`config.mk`:
```
export PLATFORM = sky130hd
export DESIGN_NAME = matrix_multiply_unit
export DESIGN_NICKNAME = d
export VERILOG_FILES = /design/src/rtl/core/mmu_pkg.sv /design/src/rtl/core/matrix_multiply_unit.sv
export SDC_FILE = /design/constraint.sdc
export NUM_CORES = 2
export LEC_CHECK = 0
export BUFFER_PORTS_ARGS = -buffer_cell sky130_fd_sc_hd__buf_2
export CELL_PAD_IN_SITES_DETAIL_PLACEMENT = 1
export CELL_PAD_IN_SITES_GLOBAL_PLACEMENT = 2
export CORE_ASPECT_RATIO = 0.8
export CORE_MARGIN = 2
export CORE_UTILIZATION = 40
export CTS_BUF_LIST = sky130_fd_sc_hd__clkbuf_8 sky130_fd_sc_hd__clkbuf_16
export DETAILED_ROUTE_END_ITERATION = 12
export PLACE_DENSITY = 0.66
export SLEW_MARGIN = 20
export SYNTH_ARGS = -nofsm -noshare
export SYNTH_HDL_FRONTEND = slang
export SYNTH_SLANG_ARGS = --single-unit
export TNS_END_PERCENT = 10
```
`constraint.sdc`:
```
create_clock -name i_clk -period 7.5 [get_ports i_clk]
set_clock_uncertainty 0.1 [all_clocks]
set_input_delay 1.125 -clock i_clk [delete_from_list [all_inputs] [get_ports i_clk]]
set_output_delay 1.125 -clock i_clk [all_outputs]
set_load 0.02 [all_outputs]
```
`src/rtl/core/mmu_pkg.sv`:
```
// ----------------------------------------------------------------------------
// Matrix multiply unit package
// Sizes, command codes, register indexes and shared types.
// ----------------------------------------------------------------------------
package mmu_pkg;

    localparam int MAX_DIM     = 8;
    localparam int STORE_DEPTH = MAX_DIM * MAX_DIM;
    localparam int ADDR_W      = $clog2(STORE_DEPTH);
    localparam int IDX_W       = 3;
    localparam int DIM_W       = 4;
    localparam int FUNC_W      = 2;
    localparam int DATA_W      = 16;
    localparam int PROD_W      = 2 * DATA_W;
    localparam int RES_W       = 35;
    localparam int CFG_IDX_W   = 2;
    localparam logic [DIM_W-1:0] DIM_RESET = DIM_W'(MAX_DIM);

    typedef enum logic [FUNC_W-1:0] {
        FUNC_LOAD_LEFT  = 2'd0,
        FUNC_LOAD_RIGHT = 2'd1,
        FUNC_MULTIPLY   = 2'd2,
        FUNC_NOP        = 2'd3
    } t_func;

    typedef enum logic [CFG_IDX_W-1:0] {
        CFG_ROWS_LEFT  = 2'd0,
        CFG_INNER_SIZE = 2'd1,
        CFG_COLS_RIGHT = 2'd2,
        CFG_UNUSED     = 2'd3
    } t_cfg_idx;

    typedef struct packed {
        logic             vld;
        logic             first;
        logic             lastk;
        logic             zero;
        logic             lastel;
        logic [IDX_W-1:0] i;
        logic [IDX_W-1:0] j;
    } t_mac_ctl;

    function automatic logic [DIM_W-1:0] dim_limit(input logic [DIM_W-1:0] reg_val);
        dim_limit = (reg_val > DIM_W'(MAX_DIM)) ? DIM_W'(MAX_DIM) : reg_val;
    endfunction

endpackage

```
`src/rtl/core/matrix_multiply_unit.sv`:
```
// ----------------------------------------------------------------------------
// Matrix multiply unit
// Loads Q8.8 left/right matrices into two synchronous stores and emits the
// product in row-major order with one multiply-accumulate per cycle.
// ----------------------------------------------------------------------------
// Load: each accepted start writes one item; busy stays low.
// Multiply: rows*cols*max(inner,1) MACs, one MAC per cycle set by the
//   single read port of each store; results pass s1, s2 and the output regs.
// Results appear for one cycle on o_valid; the receiver cannot stall.
// Synchronous active-low reset clears control and sets each size register to 8;
//   store contents stay undefined until written.
module matrix_multiply_unit
    import mmu_pkg::*;
(
    input  logic                 i_clk,
    input  logic                 i_rst_n,
    input  logic                 start,
    output logic                 busy,
    input  logic [FUNC_W-1:0]    i_func,
    input  logic [IDX_W-1:0]     i_row,
    input  logic [IDX_W-1:0]     i_col,
    input  logic signed [DATA_W-1:0] i_value,
    input  logic                 i_cfg_we,
    input  logic [CFG_IDX_W-1:0] i_cfg_idx,
    input  logic [DIM_W-1:0]     i_cfg_data,
    output logic                 o_valid,
    output logic [IDX_W-1:0]     o_row_res,
    output logic [IDX_W-1:0]     o_col_res,
    output logic signed [RES_W-1:0] o_value_res,
    output logic                 o_last
);

    logic signed [DATA_W-1:0] mem_left  [STORE_DEPTH];
    logic signed [DATA_W-1:0] mem_right [STORE_DEPTH];

    logic [DIM_W-1:0] r_rows_left, r_inner_size, r_cols_right;
    logic [DIM_W-1:0] r_nr, r_nk, r_nc;
    logic             r_zero;
    logic             r_run;
    logic [IDX_W-1:0] r_i, r_j, r_k;

    logic signed [DATA_W-1:0] r_left_q, r_right_q;
    logic signed [PROD_W-1:0] r_prod;
    logic signed [RES_W-1:0]  r_acc;
    t_mac_ctl                 r_s1, r_s2;

    logic                     accept;
    logic [ADDR_W-1:0]        wr_addr, rd_left_addr, rd_right_addr;
    logic                     lastk, lastj, lasti;
    logic [DIM_W-1:0]         lim_nr, lim_nk, lim_nc;
    logic signed [RES_W-1:0]  n_acc;

    assign busy   = r_run | r_s1.vld | r_s2.vld;
    assign accept = start & ~busy;

    assign wr_addr       = ADDR_W'(int'(i_row) * MAX_DIM + int'(i_col));
    assign rd_left_addr  = ADDR_W'(int'(r_i) * MAX_DIM + int'(r_k));
    assign rd_right_addr = ADDR_W'(int'(r_k) * MAX_DIM + int'(r_j));

    assign lim_nr = dim_limit(r_rows_left);
    assign lim_nk = dim_limit(r_inner_size);
    assign lim_nc = dim_limit(r_cols_right);

    assign lastk = (r_zero || ({1'b0, r_k} + DIM_W'(1)) == r_nk);
    assign lastj = (({1'b0, r_j} + DIM_W'(1)) == r_nc);
    assign lasti = (({1'b0, r_i} + DIM_W'(1)) == r_nr);

    assign n_acc = (r_s2.first ? RES_W'(0) : r_acc) + RES_W'(r_prod);

    always_ff @(posedge i_clk) begin
        if (accept && t_func'(i_func) == FUNC_LOAD_LEFT) begin
            mem_left[wr_addr] <= i_value;
        end
        if (accept && t_func'(i_func) == FUNC_LOAD_RIGHT) begin
            mem_right[wr_addr] <= i_value;
        end
        r_left_q  <= mem_left[rd_left_addr];
        r_right_q <= mem_right[rd_right_addr];
    end

    always_ff @(posedge i_clk) begin
        if (!i_rst_n) begin
            r_rows_left  <= DIM_RESET;
            r_inner_size <= DIM_RESET;
            r_cols_right <= DIM_RESET;
        end else if (i_cfg_we) begin
            case (t_cfg_idx'(i_cfg_idx))
                CFG_ROWS_LEFT:  r_rows_left  <= i_cfg_data;
                CFG_INNER_SIZE: r_inner_size <= i_cfg_data;
                CFG_COLS_RIGHT: r_cols_right <= i_cfg_data;
                default: ;
            endcase
        end
    end

    always_ff @(posedge i_clk) begin
        if (!i_rst_n) begin
            r_run <= 1'b0;
        end else if (accept && t_func'(i_func) == FUNC_MULTIPLY) begin
            r_run <= (lim_nr != '0) && (lim_nc != '0);
        end else if (r_run && lastk && lastj && lasti) begin
            r_run <= 1'b0;
        end
    end

    always_ff @(posedge i_clk) begin
        if (accept && t_func'(i_func) == FUNC_MULTIPLY) begin
            r_nr   <= lim_nr;
            r_nk   <= lim_nk;
            r_nc   <= lim_nc;
            r_zero <= (lim_nk == '0);
            r_i    <= '0;
            r_j    <= '0;
            r_k    <= '0;
        end else if (r_run) begin
            if (lastk) begin
                r_k <= '0;
                if (lastj) begin
                    r_j <= '0;
                    r_i <= r_i + IDX_W'(1);
                end else begin
                    r_j <= r_j + IDX_W'(1);
                end
            end else begin
                r_k <= r_k + IDX_W'(1);
            end
        end
    end

    always_ff @(posedge i_clk) begin
        if (!i_rst_n) begin
            r_s1.vld <= 1'b0;
            r_s2.vld <= 1'b0;
        end else begin
            r_s1.vld <= r_run;
            r_s2.vld <= r_s1.vld;
        end
        r_s1.first  <= (r_k == '0);
        r_s1.lastk  <= lastk;
        r_s1.zero   <= r_zero;
        r_s1.lastel <= lastj && lasti;
        r_s1.i      <= r_i;
        r_s1.j      <= r_j;
        r_s2.first  <= r_s1.first;
        r_s2.lastk  <= r_s1.lastk;
        r_s2.zero   <= r_s1.zero;
        r_s2.lastel <= r_s1.lastel;
        r_s2.i      <= r_s1.i;
        r_s2.j      <= r_s1.j;
        r_prod      <= r_s1.zero ? PROD_W'(0) : r_left_q * r_right_q;
        if (r_s2.vld) begin
            r_acc <= n_acc;
        end
        if (r_s2.vld && r_s2.lastk) begin
            o_value_res <= n_acc;
            o_row_res   <= r_s2.i;
            o_col_res   <= r_s2.j;
        end
    end

    always_ff @(posedge i_clk) begin
        if (!i_rst_n) begin
            o_valid <= 1'b0;
            o_last  <= 1'b0;
        end else begin
            o_valid <= r_s2.vld && r_s2.lastk;
            o_last  <= r_s2.vld && r_s2.lastk && r_s2.lastel;
        end
    end

endmodule

```
## Word level (Yosys, flattened, before mapping)

Memory sizes are Yosys's and may differ from the RTL's. A register that Yosys moved wholly into a read port is not among the register bits.
Cells that the tools add are included.

- Bits in registers: 166
- Bits in writable memories: 2048
- Input bits: 34
- Output and inout port bits: 44
- Word-level logic and storage cells: 93
- Memories kept: 2

Memory list:

| name | depth | bits a word | rd ports | clocked after Yosys merged registers in | write ports | RTL line | RTL |
|---|---|---|---|---|---|---|---|
| mem_left | 64 | 16 | 1 | 1 | 1 | matrix_multiply_unit.sv:33 | `logic signed [DATA_W-1:0] mem_left [STORE_DEPTH];` |
| mem_right | 64 | 16 | 1 | 1 | 1 | matrix_multiply_unit.sv:34 | `logic signed [DATA_W-1:0] mem_right [STORE_DEPTH];` |

- $add $sub $neg: 10
- Multiply operators: 1
- Order comparisons: 3
- Eq/ne operators: 7
- Muxes and demuxes: 12
- Bitwise logic cells: 4
- Reductions and logical operators: 23

Operator list:

| kind | number |
|---|---|
| adder 35 x 32 -> 35 bit | 1 |
| 2-to-1 mux 35 bit | 1 |
| multiplier 16 x 16 -> 32 bit | 1 |
| adder 6 x 3 -> 6 bit | 3 |
| adder 3 x 1 -> 4 bit (second input constant) | 3 |
| == test 4 bit | 3 |
| > comparator 4 bit (second input constant) | 3 |
| 2-to-1 mux 4 bit | 3 |
| logical AND 1 bit | 10 |
| adder 3 x 1 -> 3 bit (second input constant) | 3 |
| AND reduction 2 bit | 4 |
| nonzero test 4 bit | 2 |
| 2-to-1 mux 1 bit | 6 |
| 2-to-1 mux 3 bit | 2 |
| == test 2 x 1 -> 1 bit (second input constant) | 2 |
| == test 2 bit (second input constant) | 2 |
| zero test 2 bit | 2 |
| zero test 4 bit | 1 |
| zero test 3 bit | 1 |
| AND reduction 3 bit | 1 |
| bitwise OR 1 bit | 2 |
| nonzero test 2 bit | 1 |
| AND 1 bit | 1 |
| logical OR 1 bit | 1 |
| inverter 1 bit | 1 |

## Logic depth before layout (Yosys ltp)

- Word-level depth: 8
- Gate-level depth with buffers: 24
- Gate-level depth less buffers: 23

## Worst setup path after synthesis

Ideal clock, no wire load.

- Kind: reg2reg
- From: register r_left_q[15] (read register of mem_left)
- To: register r_prod[31]
- Setup time: 0.128 ns
- Arrival time: 5.867 ns
- Data required time: 7.272 ns
- Setup slack: 1.406 ns
- Stages on the path, launching flop included: 21
- Path buffers: 1
- Period minus slack after synthesis: 6.094 ns
- Cells stage by stage: dfxtp_1 -> clkbuf_1 -> nand2_1 -> fa_1 -> inv_1 -> fa_1 -> inv_1 -> fa_1 -> fa_1 -> fa_1 -> fa_1 -> inv_1 -> ha_1 -> nand2_1 -> nor3_1 -> nand3_1 -> o2bb2ai_1 -> nor3b_1 -> o31ai_1 -> xnor2_1 -> nor2_1

- Cells in the longest elaborated chain, start to end: 1

RTL lines:

| what | RTL line | RTL |
|---|---|---|
| start, declared | matrix_multiply_unit.sv:42 | `logic signed [DATA_W-1:0] r_left_q, r_right_q;` |
| multiplier 16 x 16 -> 32 bit | matrix_multiply_unit.sv:150 | `r_prod <= r_s1.zero ? PROD_W'(0) : r_left_q * r_right_q;` |
| end signal, assigned | matrix_multiply_unit.sv:150 |  |
| end, declared | matrix_multiply_unit.sv:43 | `logic signed [PROD_W-1:0] r_prod;` |

Every way passes these cells.
A chain may end at the register's enable or synchronous reset.

## Final worst setup path

- From: register r_right_q[5] (read register of mem_right)
- To: register r_prod[30]

- Cells in the longest elaborated chain, start to end: 1

RTL lines:

| what | RTL line |
|---|---|
| start, declared | matrix_multiply_unit.sv:42 |
| multiplier 16 x 16 -> 32 bit | matrix_multiply_unit.sv:150 |

Every way passes these cells.

==> impl_metrics.env <==
export IMPL_route_detailed_drc=0
export IMPL_nets=6138
export IMPL_synthDistinctLibCells=73
export IMPL_outcome="finished, final reports clean"
export IMPL_die_y_um=443
export IMPL_cts_root_buf="clkbuf_16"
export IMPL_cp_max_fo=16
export IMPL_cts_clk_slew_worst_paths_ns=0.06
export IMPL_crit_path_end_kind="flop"
export IMPL_netlist_area_leader_share_pct=66.5
export IMPL_ys_flop_type="edfxtp_1"
export IMPL_antenna_found_initial=29
export IMPL_finalWeightedCongestion=0.795
export IMPL_nFillCells=22677
export IMPL_fmax_ghz=0.145
export IMPL_track_usage_pct=21.5
export IMPL_rsz0062_at_grt="no"
export IMPL_critPathKind="flop to flop"
export IMPL_cts_hold_buffers=0
export IMPL_drv_cap=0
export IMPL_hold_start="r_s1[1]"
export IMPL_drtAntennaViolNets=0
export IMPL_setup_violations=0
export IMPL_synth_cells=5482
export IMPL_crit_top_cell="fa_1"
export IMPL_numPortBuffers=77
export IMPL_cts_setup_buffers=0
export IMPL_clock_sinks=2246
export IMPL_synth_fp_nets=5899
export IMPL_wl_per_cell_um=29.1
export IMPL_via_per_inst=5.55
export IMPL_worst_ep_required_time_ns=8.14
export IMPL_critPathArrivalTime_ns=7.53
export IMPL_drv_slew=0
export IMPL_synth_edff_count=2137
export IMPL_r2r_start="r_right_q[5]"
export IMPL_yosys_warnings=0
export IMPL_drive_above_1_share_pct=18.1
export IMPL_async_flop_share_pct=0
export IMPL_vias=50403
export IMPL_cts_tree="yes"
export IMPL_grt_max_degree=104
export IMPL_htreeDepth=4
export IMPL_pin_count=78
export IMPL_cp_start_kind="flop"
export IMPL_dieArea_sq_um=245000
export IMPL_initial_core_util_pct=40.2
export IMPL_holdWs_ns=0.225
export IMPL_grt_pass1_wl_mm=383
export IMPL_post_route_period_util_pct=91.7
export IMPL_wl_mm=264
export IMPL_cts_resized=0
export IMPL_clockBufferDepth=4
export IMPL_critPathBufInv=3
export IMPL_die_x_um=553
export IMPL_grt_pass1_vias=52743
export IMPL_syn_area_per_cell_sq_um=17.6
export IMPL_dp_hpwl_mm=164
export IMPL_first_pass_iters=5
export IMPL_slowest_delay_ns=0.89
export IMPL_maxSlewHeadroom_pct=25.2
export IMPL_synth_area_sq_um=96500
export IMPL_num_rows=161
export IMPL_hold_viol=0
export IMPL_cts_buffers=232
export IMPL_fin_crit_ns=6.88
export IMPL_ys_seq_elements=2246
export IMPL_hp_class="flop to flop"
export IMPL_finalSetupTns_ns=0
export IMPL_cpLargestDelayFamily="adder cells"
export IMPL_startpoint="r_right_q[5]"
export IMPL_tightest_slew_ns=1.12
export IMPL_grt_overflow_total=0
export IMPL_detailedRoute_firstIterationViolations=4763
export IMPL_path_cells="nand2_1 > fa_1 > inv_1 > fa_1 > inv_1 > fa_1 > fa_1 > fa_1 > fa_1 > inv_1 > ha_1 > nand3_1 > nand2_1 > a41o_1 > o41ai_1 > a211oi_1 > o21a_1 > nor3_1"
export IMPL_slowest_stage="dfxtp_1"
export IMPL_yosysTopAreaCell="edfxtp_1"
export IMPL_worstSkewPairLatency_ns=0.90
export IMPL_synth_area_leaders="edfxtp_1, mux4_2, fa_1"
export IMPL_synthToLayoutAreaGrowth_pct=12.4
export IMPL_core_area_sq_um=240000
export IMPL_seq_area_frac_synth_pct=68.8
## cell families after synthesis
logic type | share of synthesized area, %
flip-flops | 68.8
AND/OR/NAND/NOR | 3.85
multiplexers | 13.2
AO/OA/AOI/OAI | 4.15
buffers and inverters | 2.43
adder cells (fa/ha/maj) | 7.01
XOR/XNOR | 0.644
## per-stage QoR
step / area, sq um / instances / setup slack (ns) / utilization (%)
final: 108000 / 9083 / 0.619 / 45.1
after global routing: 108000 / 9081 / 0.179 / 45.1
after CTS: 108000 / 9078 / 0.586 / 45.1
after detailed placement: 102000 / 8664 / 0.624 / 42.2
after global placement: 101000 / 8664 / 0.773 / 42.2
after floorplan: 96500 / 5482 / 1.41 / -
## metal layers
metal	wire (um)	track usage (%)	share of wire [%]	vias to the layer above
met1	121000	31.7	46	26970
met2	118000	32.4	45	1370
met5	106	0	0.040	-
li1	-	-	-	21681
met4	6500	5.41	2.5	12
met3	18600	4.81	7.0	370
## worst paths after layout
check,end,slack (ns),cells past startpoint
max,r_prod[30],0.62,18
min reg2reg,r_s2[1],0.23,0
max reg2reg,r_prod[30],0.62,18
min,r_s2[1],0.23,0
## registers in the layout, indices dropped and copies added, names as in the netlist, 4 cells and up
register / cells
mem_right: 1024
r_acc: 35
mem_left: 1024
r_inner_size: 4
r_cols_right: 4
r_nc: 4
r_left_q: 16
r_nk: 4
r_s1: 11
r_right_q: 16
r_nr: 4
r_prod: 32
o_value_res: 35
r_s2: 10
r_rows_left: 4
## synthesized netlist by cell type (all sizes together) (118+ instances only)
| cell | n |
|---|---|
| mux4 | 382 |
| nand2 | 287 |
| nor2 | 196 |
| buf | 123 |
| inv | 311 |
| ha | 120 |
| and2 | 118 |
| mux2i | 336 |
| a21oi | 211 |
| fa | 263 |
| edfxtp | 2137 |
| clkbuf | 147 |
| o221ai | 128 |
## layout by cell type (no fill, tap or decap), types with 10 or more instances in the layout
master / count
mux2_2: 64
and2_1: 116
o21a_1: 11
mux4_2: 382
buf_2: 61
a21oi_1: 207
o221ai_1: 128
fa_1: 263
xnor2_1: 52
o21ai_1: 32
xor2_1: 19
nor2b_1: 69
nand2b_1: 14
clkinv_1: 54
dfxtp_1: 100
nor3_1: 22
buf_12: 11
a211oi_1: 14
clkinv_2: 29
edfxtp_1: 2137
a21o_1: 18
nor2_2: 21
o21ai_0: 67
nand3_1: 22
inv_1: 378
clkbuf_16: 234
nor2_1: 171
o22ai_1: 98
buf_4: 202
clkbuf_8: 15
ha_1: 120
nand3b_1: 10
nand2_1: 284
mux2i_1: 336
## worst reg2reg max path, delay by kind of cell, from the launching register on
family          cells  cell delay [ns]
fa+ha+maj           7             3.59
compound gates      4             1.32
flops               1             0.89
simple gates        4             0.60
buf+inv             3             0.30
## area by class of cell
cell class                 count  area [sq um]  area share, %
antenna                        4          10.0        0.00923
clock buffer                 249          6060           5.59
clock inverter               165           826          0.762
inverter                     312          1170           1.08
multi-input combinational   2654         27900           25.8
sequential                  2246         66400           61.2
tap                         3178          3980           3.67
timing repair buffer         275          2070           1.91
Power is not shown: default switching activity piles up to over one toggle a cycle in this logic, so the estimate is an artifact.
